**src/rtl/gdcs_pkg.sv**
```systemverilog
// shared types and constants for the gamepad drive command smoother
// no dependencies
package gdcs_pkg;

	localparam int AxisW    = 16;
	localparam int PosW     = 15;
	localparam int CfgW     = 15;
	localparam int CfgIdxW  = 1;
	localparam int InDataW  = 56;
	localparam int OutDataW = 56;

	localparam logic [CfgW-1:0] ParkedThresholdRst = 15'd32440;
	localparam logic [CfgW-1:0] SmoothingFactorRst = 15'd3277;

	typedef enum logic [CfgIdxW-1:0] {
		CFG_PARKED_THRESHOLD = 1'b0,
		CFG_SMOOTHING_FACTOR = 1'b1
	} cfg_idx_t;

	typedef enum logic {
		OP_SAMPLE = 1'b0,
		OP_TICK   = 1'b1
	} op_t;

	typedef enum logic [1:0] {
		EV_NONE    = 2'd0,
		EV_DISABLE = 2'd1,
		EV_ENABLE  = 2'd2
	} event_t;

	typedef struct packed {
		op_t                     operation;
		logic signed [AxisW-1:0] brake_axis;
		logic signed [AxisW-1:0] throttle_axis;
		logic signed [AxisW-1:0] steering_axis;
		logic                    back_pressed;
		logic                    start_pressed;
	} item_t;

	typedef struct packed {
		event_t                  enable_event;
		logic                    command_valid;
		logic [PosW-1:0]         brake_cmd;
		logic [PosW-1:0]         throttle_cmd;
		logic signed [AxisW-1:0] steer_cmd;
	} result_t;

	// handshake between the input stage and the output register
	typedef struct packed {
		logic out_free;
		logic advance;
	} flow_t;

	// clamp the most negative code to keep the axis symmetric
	function automatic logic signed [AxisW-1:0] sat_axis(input logic signed [AxisW-1:0] a);
		logic signed [AxisW-1:0] r;
		r = a;
		if (a == {1'b1, {(AxisW-1){1'b0}}}) begin
			r = {1'b1, {(AxisW-2){1'b0}}, 1'b1};
		end
		return r;
	endfunction

	// (32768 - a) >> 1 for a in -32767..32767
	function automatic logic [PosW-1:0] trigger_map(input logic signed [AxisW-1:0] a);
		logic [AxisW:0] d;
		d = 17'd32768 - {a[AxisW-1], a};
		return d[PosW:1];
	endfunction

endpackage

```
**src/rtl/gamepad_drive_command_smoother.sv**
```systemverilog
// top level of the gamepad drive command smoother: ports, configuration, output register
// depends on gdcs_pkg, gdcs_in_stage, gdcs_step
//
// one result item for every input item, one item per cycle sustained while the output
// is not stalled: an item is registered in the input stage, goes through the state logic
// and the single steering multiply, and lands in the output register. the output
// register lets the next item be taken while a result waits; a stalled output holds the
// input stage and the control state together. samples (tuser = 0) stay ignored
// until both triggers read above parked_threshold; afterwards they refresh the
// held brake, throttle and steering target and report back/start rising edges as
// disable/enable events. ticks (tuser = 1) while enabled step the steering
// exponential average and emit the command. configuration writes take effect at
// once and are always ready; write them only while the block is idle.
module gamepad_drive_command_smoother import gdcs_pkg::*; (
	input  logic                clk,
	input  logic                arst_n,
	// input items
	input  logic                s_tvalid,
	output logic                s_tready,
	// brake_axis[15:0], throttle_axis[31:16], steering_axis[47:32],
	// back_pressed[48], start_pressed[49], zero[55:50]
	input  logic [InDataW-1:0]  s_tdata,
	// operation[0]
	input  logic                s_tuser,
	// result items
	output logic                m_tvalid,
	input  logic                m_tready,
	// enable_event[1:0], command_valid[2], brake_cmd[17:3],
	// throttle_cmd[32:18], steer_cmd[48:33], zero[55:49]
	output logic [OutDataW-1:0] m_tdata,
	// configuration writes
	input  logic                cfg_valid,
	output logic                cfg_ready,
	input  logic [CfgIdxW-1:0]  cfg_index,
	input  logic [CfgW-1:0]     cfg_data
);

	item_t           in_item, item_s1;
	logic            valid_s1;
	flow_t           flow;
	result_t         result, result_q;
	logic            out_free;
	logic [CfgW-1:0] parked_threshold_q, smoothing_factor_q;

	// unpack the input bus
	assign in_item.operation     = op_t'(s_tuser);
	assign in_item.brake_axis    = s_tdata[15:0];
	assign in_item.throttle_axis = s_tdata[31:16];
	assign in_item.steering_axis = s_tdata[47:32];
	assign in_item.back_pressed  = s_tdata[48];
	assign in_item.start_pressed = s_tdata[49];

	// output register frees when empty or being drained
	assign out_free = !m_tvalid || m_tready;

	gdcs_in_stage u_in_stage (
		.clk      (clk),
		.arst_n   (arst_n),
		.in_valid (s_tvalid),
		.in_ready (s_tready),
		.in_item  (in_item),
		.out_free (out_free),
		.valid_s1 (valid_s1),
		.item_s1  (item_s1),
		.flow     (flow)
	);

	gdcs_step u_step (
		.clk              (clk),
		.arst_n           (arst_n),
		.item_s1          (item_s1),
		.flow             (flow),
		.parked_threshold (parked_threshold_q),
		.smoothing_factor (smoothing_factor_q),
		.result           (result)
	);

	// result register
	always_ff @(posedge clk or negedge arst_n) begin
		if (!arst_n) begin
			m_tvalid <= 1'b0;
		end else if (flow.out_free) begin
			m_tvalid <= valid_s1;
		end
	end

	always_ff @(posedge clk) begin
		if (flow.advance) begin
			result_q <= result;
		end
	end

	assign m_tdata = {7'd0, result_q.steer_cmd, result_q.throttle_cmd,
		result_q.brake_cmd, result_q.command_valid, result_q.enable_event};

	// configuration registers, never back-pressured
	assign cfg_ready = 1'b1;

	always_ff @(posedge clk or negedge arst_n) begin
		if (!arst_n) begin
			parked_threshold_q <= ParkedThresholdRst;
			smoothing_factor_q <= SmoothingFactorRst;
		end else if (cfg_valid && cfg_ready) begin
			unique case (cfg_idx_t'(cfg_index))
				CFG_PARKED_THRESHOLD: parked_threshold_q <= cfg_data;
				CFG_SMOOTHING_FACTOR: smoothing_factor_q <= cfg_data;
				default: ;
			endcase
		end
	end

endmodule

```
**src/rtl/gdcs_in_stage.sv**
```systemverilog
// input register stage of the gamepad drive command smoother
// depends on gdcs_pkg
module gdcs_in_stage import gdcs_pkg::*; (
	input  logic  clk,
	input  logic  arst_n,
	input  logic  in_valid,
	output logic  in_ready,
	input  item_t in_item,
	input  logic  out_free,
	output logic  valid_s1,
	output item_t item_s1,
	output flow_t flow
);

	assign flow.out_free = out_free;
	assign flow.advance  = valid_s1 && out_free;
	assign in_ready      = !valid_s1 || flow.advance;

	always_ff @(posedge clk or negedge arst_n) begin
		if (!arst_n) begin
			valid_s1 <= 1'b0;
		end else if (in_ready) begin
			valid_s1 <= in_valid;
		end
	end

	always_ff @(posedge clk) begin
		if (in_ready && in_valid) begin
			item_s1 <= in_item;
		end
	end

endmodule

```
**src/rtl/gdcs_step.sv**
```systemverilog
// control state and per-item result logic of the gamepad drive command smoother
// depends on gdcs_pkg
module gdcs_step import gdcs_pkg::*; (
	input  logic            clk,
	input  logic            arst_n,
	input  item_t           item_s1,
	input  flow_t           flow,
	input  logic [CfgW-1:0] parked_threshold,
	input  logic [CfgW-1:0] smoothing_factor,
	output result_t         result
);

	logic                    initialized_q, enabled_q, last_back_q, last_start_q;
	logic [PosW-1:0]         brake_hold_q, throttle_hold_q;
	logic signed [AxisW-1:0] target_q, average_q;

	logic signed [AxisW-1:0] brake_a, throttle_a, steer_a;
	logic                    is_tick, parked, back_rise, start_rise;
	logic signed [AxisW:0]   diff;
	logic signed [2*AxisW:0] prod;
	logic signed [2*AxisW:0] step_amt;
	logic signed [AxisW:0]   avg_sum;
	logic signed [AxisW-1:0] avg_next;

	assign brake_a    = sat_axis(item_s1.brake_axis);
	assign throttle_a = sat_axis(item_s1.throttle_axis);
	assign steer_a    = sat_axis(item_s1.steering_axis);
	assign is_tick    = (item_s1.operation == OP_TICK);
	assign parked     = (brake_a > $signed({2'b00, parked_threshold}))
		&& (throttle_a > $signed({2'b00, parked_threshold}));
	assign back_rise  = !last_back_q && item_s1.back_pressed;
	assign start_rise = !last_start_q && item_s1.start_pressed;

	// avg + floor(((target - avg) * f + half) / 2^15)
	assign diff     = {target_q[AxisW-1], target_q} - {average_q[AxisW-1], average_q};
	assign prod     = diff * $signed({1'b0, smoothing_factor});
	assign step_amt = (prod + (2*AxisW+1)'(16384)) >>> 15;
	assign avg_sum  = {average_q[AxisW-1], average_q} + step_amt[AxisW:0];
	assign avg_next = avg_sum[AxisW-1:0];

	always_comb begin
		result = '0;
		result.enable_event = EV_NONE;
		if (!is_tick) begin
			if (initialized_q) begin
				priority if (back_rise) begin
					result.enable_event = EV_DISABLE;
				end else if (start_rise) begin
					result.enable_event = EV_ENABLE;
				end else begin
					result.enable_event = EV_NONE;
				end
			end
		end else if (enabled_q) begin
			result.command_valid = 1'b1;
			result.brake_cmd     = brake_hold_q;
			result.throttle_cmd  = throttle_hold_q;
			result.steer_cmd     = avg_next;
		end
	end

	always_ff @(posedge clk or negedge arst_n) begin
		if (!arst_n) begin
			initialized_q   <= 1'b0;
			enabled_q       <= 1'b0;
			last_back_q     <= 1'b0;
			last_start_q    <= 1'b0;
			brake_hold_q    <= '0;
			throttle_hold_q <= '0;
			target_q        <= '0;
			average_q       <= '0;
		end else if (flow.advance) begin
			if (!is_tick) begin
				if (initialized_q) begin
					brake_hold_q    <= trigger_map(brake_a);
					throttle_hold_q <= trigger_map(throttle_a);
					target_q        <= -steer_a;
					if (back_rise) begin
						enabled_q <= 1'b0;
					end else if (start_rise) begin
						enabled_q <= 1'b1;
					end
					last_back_q  <= item_s1.back_pressed;
					last_start_q <= item_s1.start_pressed;
				end else if (parked) begin
					initialized_q <= 1'b1;
				end
			end else if (enabled_q) begin
				average_q <= avg_next;
			end
		end
	end

endmodule

```
**config.mk**
```make
export PLATFORM = sky130hd
export DESIGN_NAME = gamepad_drive_command_smoother
export DESIGN_NICKNAME = d
export VERILOG_FILES = /design/src/rtl/gdcs_pkg.sv /design/src/rtl/gamepad_drive_command_smoother.sv /design/src/rtl/gdcs_in_stage.sv /design/src/rtl/gdcs_step.sv
export SDC_FILE = /design/constraint.sdc
export NUM_CORES = 1
export LEC_CHECK = 0
export BUFFER_PORTS_ARGS = -buffer_cell sky130_fd_sc_hd__buf_2
export CAP_MARGIN = 10
export CORE_MARGIN = 3
export CORE_UTILIZATION = 55
export CTS_BUF_LIST = sky130_fd_sc_hd__clkbuf_4
export CTS_CLUSTER_DIAMETER = 50
export DETAILED_ROUTE_END_ITERATION = 10
export GPL_ROUTABILITY_DRIVEN = 0
export PLACE_DENSITY = 0.75
export REMOVE_ABC_BUFFERS = 1
export SYNTH_ARGS = -nofsm -noshare
export SYNTH_HDL_FRONTEND = slang
export SYNTH_SLANG_ARGS = --single-unit
```
**constraint.sdc**
```tcl
create_clock -name clk -period 11.4 [get_ports clk]
set_input_delay 2.28 -clock clk [delete_from_list [all_inputs] [get_ports clk]]
set_output_delay 2.28 -clock clk [all_outputs]
set_load 0.02 [all_outputs]
```
==> flow_summary_export.csv <==
group,metric,value,unit
place,post-dp-hpwl,34300,µm
clock_network,numClockSinks,198,
logic_synthesis,synth_cell_types,69,
cells_and_area,fin_nets,2517,
sta,tns,0,ps
run,cap_violations,0,
logic_synthesis,synth_area_leaders,"fa_1, edfxtp_1, dfrtp_1, ha_1, inv_1",
sta,tightestPinTransition,1130,ps
cells_and_area,final.fill_count,2960,
die,ioPinCount,137,
cells_and_area,drive_above_1_share,0.119,
drt,first_pass_iters,5,
logic_synthesis,yosys_most_used_dff,"edfxtp_1",
clock_network,ctsHtreeMaxLevel,4,
drt,drt_iter0_drc,869,
sta,min_period,10510,ps
die,die_h,194,µm
place,port_buffers,122,
drt,viasPerCell,5.38,
drt,wire_per_inst,17.4,µm
worst_setup_path,crit_top_cell,"inv_1",
status,outcome,"finished, final reports clean",
clock_network,cts_tree,"done",
sta,rsz0062_at_grt,"false",
worst_setup_path,arrival,10890,ps
hold_path,min-delay-path-class,"reg -> reg",
drt,drc,0,
cells_and_area,area_growth,6.54,%
die,core_area,34800,µm²
global_routing,grt_pass1_wl,74200,µm
worst_setup_path,required,11780,ps
clock_network,cts_buffers,17,
clock_network,root_buffer,"clkbuf_4",
clock_network,clk_latency,620,ps
global_routing,globalRoute.totalOverflow,0,
logic_synthesis,yosysTopAreaCell,"fa_1",
sta,max-slew-margin-rel,0.245,
die,fp-row-count,68,
worst_setup_path,cp-start-kind,"register",
clock_network,cts-resized-gates,0,
sta,setup_viol,0,
worst_setup_path,critPathCaptureType,"register",
worst_setup_path,worstRegToRegCells,41,
sta,clock_skew,33.9,ps
global_routing,gr-usage-all-layers,0.244,
drt,ant_nets,0,
logic_synthesis,syn_area,19500,µm²
sta,fin_crit_sh,0.922,
worst_setup_path,r2r-end,"m_tdata[48]",
die,die_w,194,µm
clock_network,clkTransAtPathRegs,190,ps
global_routing,grt_pass1_vias,14600,
logic_synthesis,ys_warn_count,0,
hold_path,hp-start,"u_step.brake_hold_q[5]",
cells_and_area,layout_common_cells,"inv_1, fa_1, nand2_1, ha_1, buf_2",
worst_setup_path,rrSetupSlack,890,ps
sta,slew_viol_final,0,
global_routing,grt_max_degree,77,
logic_synthesis,synth-edff-count,100,
die,initial_utilization,0.561,
global_routing,antenna_found_initial,5,
clock_network,cts-hold-fix-buffers,0,
cells_and_area,final_common_cell,"inv_1",
logic_synthesis,ys_ff_latch,198,
logic_synthesis,postSynthCellCount,1972,
hold_path,hold_end,"u_step.brake_hold_q[5]",
logic_synthesis,seq_area_frac_synth,0.281,
sta,max_clock_freq,95.2,MHz
worst_setup_path,slowest_stage,"a221oi_1",
drt,finalWirelength,43700,µm
logic_synthesis,avgSynthCellArea,9.90,µm²
clock_network,cts_setup_buffers,0,
worst_setup_path,crit_fanout,7,
hold_path,hold_path_depth,2,
worst_setup_path,r2r_start,"u_step.average_q[1]",
worst_setup_path,path_class,"reg -> reg",
sta,hold_viol,0,
worst_setup_path,slowest_delay,630,ps
die,dieArea,37800,µm²
drt,vias,13500,
logic_synthesis,yosysTopAreaCellShare,0.254,
logic_synthesis,synthArstFlopShare,0.495,
clock_network,clockBufferDepth,2,
state kept, by name, summed over array words and instances, names as in the netlist, 15 cells and up:
register                count
m_tdata                    49
parked_threshold_q         15
smoothing_factor_q         15
u_in_stage.item_s1         51
u_step.average_q           16
u_step.brake_hold_q        15
u_step.target_q            16
u_step.throttle_hold_q     15
area by class of cell:
cell class              count  area, µm²  area share
diodes                      3       7.51    0.000361
clock buffers              17        128     0.00614
clock inverters            15        159     0.00764
inverters                 361       1360      0.0651
multi-input cells        1312      12300       0.593
flip-flops and latches    198       5480       0.263
well taps                 455        569      0.0274
repair buffers            144        778      0.0374
per-layer routing:
metal | share of wire | GRT usage | routed length [µm] | vias up
met4 | 0.031 | 0.0782 | 1350 | 4
met5 | 0.00055 | 0 | 24 | -
met3 | 0.060 | 0.0393 | 2630 | 98
met2 | 0.48 | 0.401 | 20700 | 382
li1 | - | - | - | 6309
met1 | 0.43 | 0.334 | 18900 | 6695
synthesized netlist by cell type (3+ instances only):
library cell  count
a21o_1           22
ha_1            157
buf_1             3
fa_1            248
and2_1           98
or3_1             9
or4_1             4
xnor2_1          47
o21ai_1          10
nor2b_1          33
nor2_1           55
nand4_1           4
nor3_1           16
xor2_1           38
inv_1           361
a31oi_1           5
o31ai_1           3
edfxtp_1        100
nand2_1         217
nand2b_1         38
nand3_1          22
dfrtp_1          81
dfstp_2          17
o21a_1            9
and3_1           45
o21ai_0          85
mux2_2           28
mux2i_1           9
a211oi_1          5
o21bai_1          3
a21oi_1          40
nor4_1            9
buf_4             9
o211ai_1          4
clkbuf_1         93
worst max path at each step:
stage,start,end,slack (ps)
after global placement,u_step.average_q[1],m_tdata[48],1060
after global routing,u_step.average_q[1],m_tdata[48],270
final,u_step.average_q[1],m_tdata[48],890
after floorplan,u_step.average_q[1],m_tdata[48],2050
after CTS,u_step.average_q[1],m_tdata[48],800
after detailed placement,u_step.average_q[1],m_tdata[48],850
worst max-delay path, delay by kind of cell, from the launching register on:
kind	cells	cell delay [ps]
AOI/OAI and AO/OA	14	3440
adders and majority gates	9	3970
xor gates and xnor gates	3	610
and+or+nand+nor	8	1330
DFF	1	520
buffers and inverters	7	400
through the flow:
stage | hold WS (ps) | instances | cell area [µm²] | utilization | worst slack [ps]
global route | 528 | 2504 | 20800 | 0.598 | 270
global placement | 457 | 2470 | 20500 | 0.589 | 1060
CTS | 502 | 2502 | 20800 | 0.597 | 801
detailed placement | 465 | 2470 | 20500 | 0.589 | 854
floorplan | 443 | 1871 | 19100 | - | 2050
finish | 499 | 2505 | 20800 | 0.598 | 892
cells by family (layout without fill, tap and decap cells):
logic type / after synthesis / count (layout) / share of synthesized area
compound gates: 210 / 210 / 0.0658
buf+inv: 468 / 537 / 0.0922
flops: 198 / 198 / 0.281
other cells: 2 / 11 / 0.000385
fa+ha+maj: 405 / 405 / 0.355
mux: 38 / 38 / 0.0213
simple gates: 565 / 565 / 0.146
xor+xnor: 86 / 86 / 0.0393
Power is not shown: default switching activity piles up to over one toggle a cycle in this logic, so the estimate is an artifact.
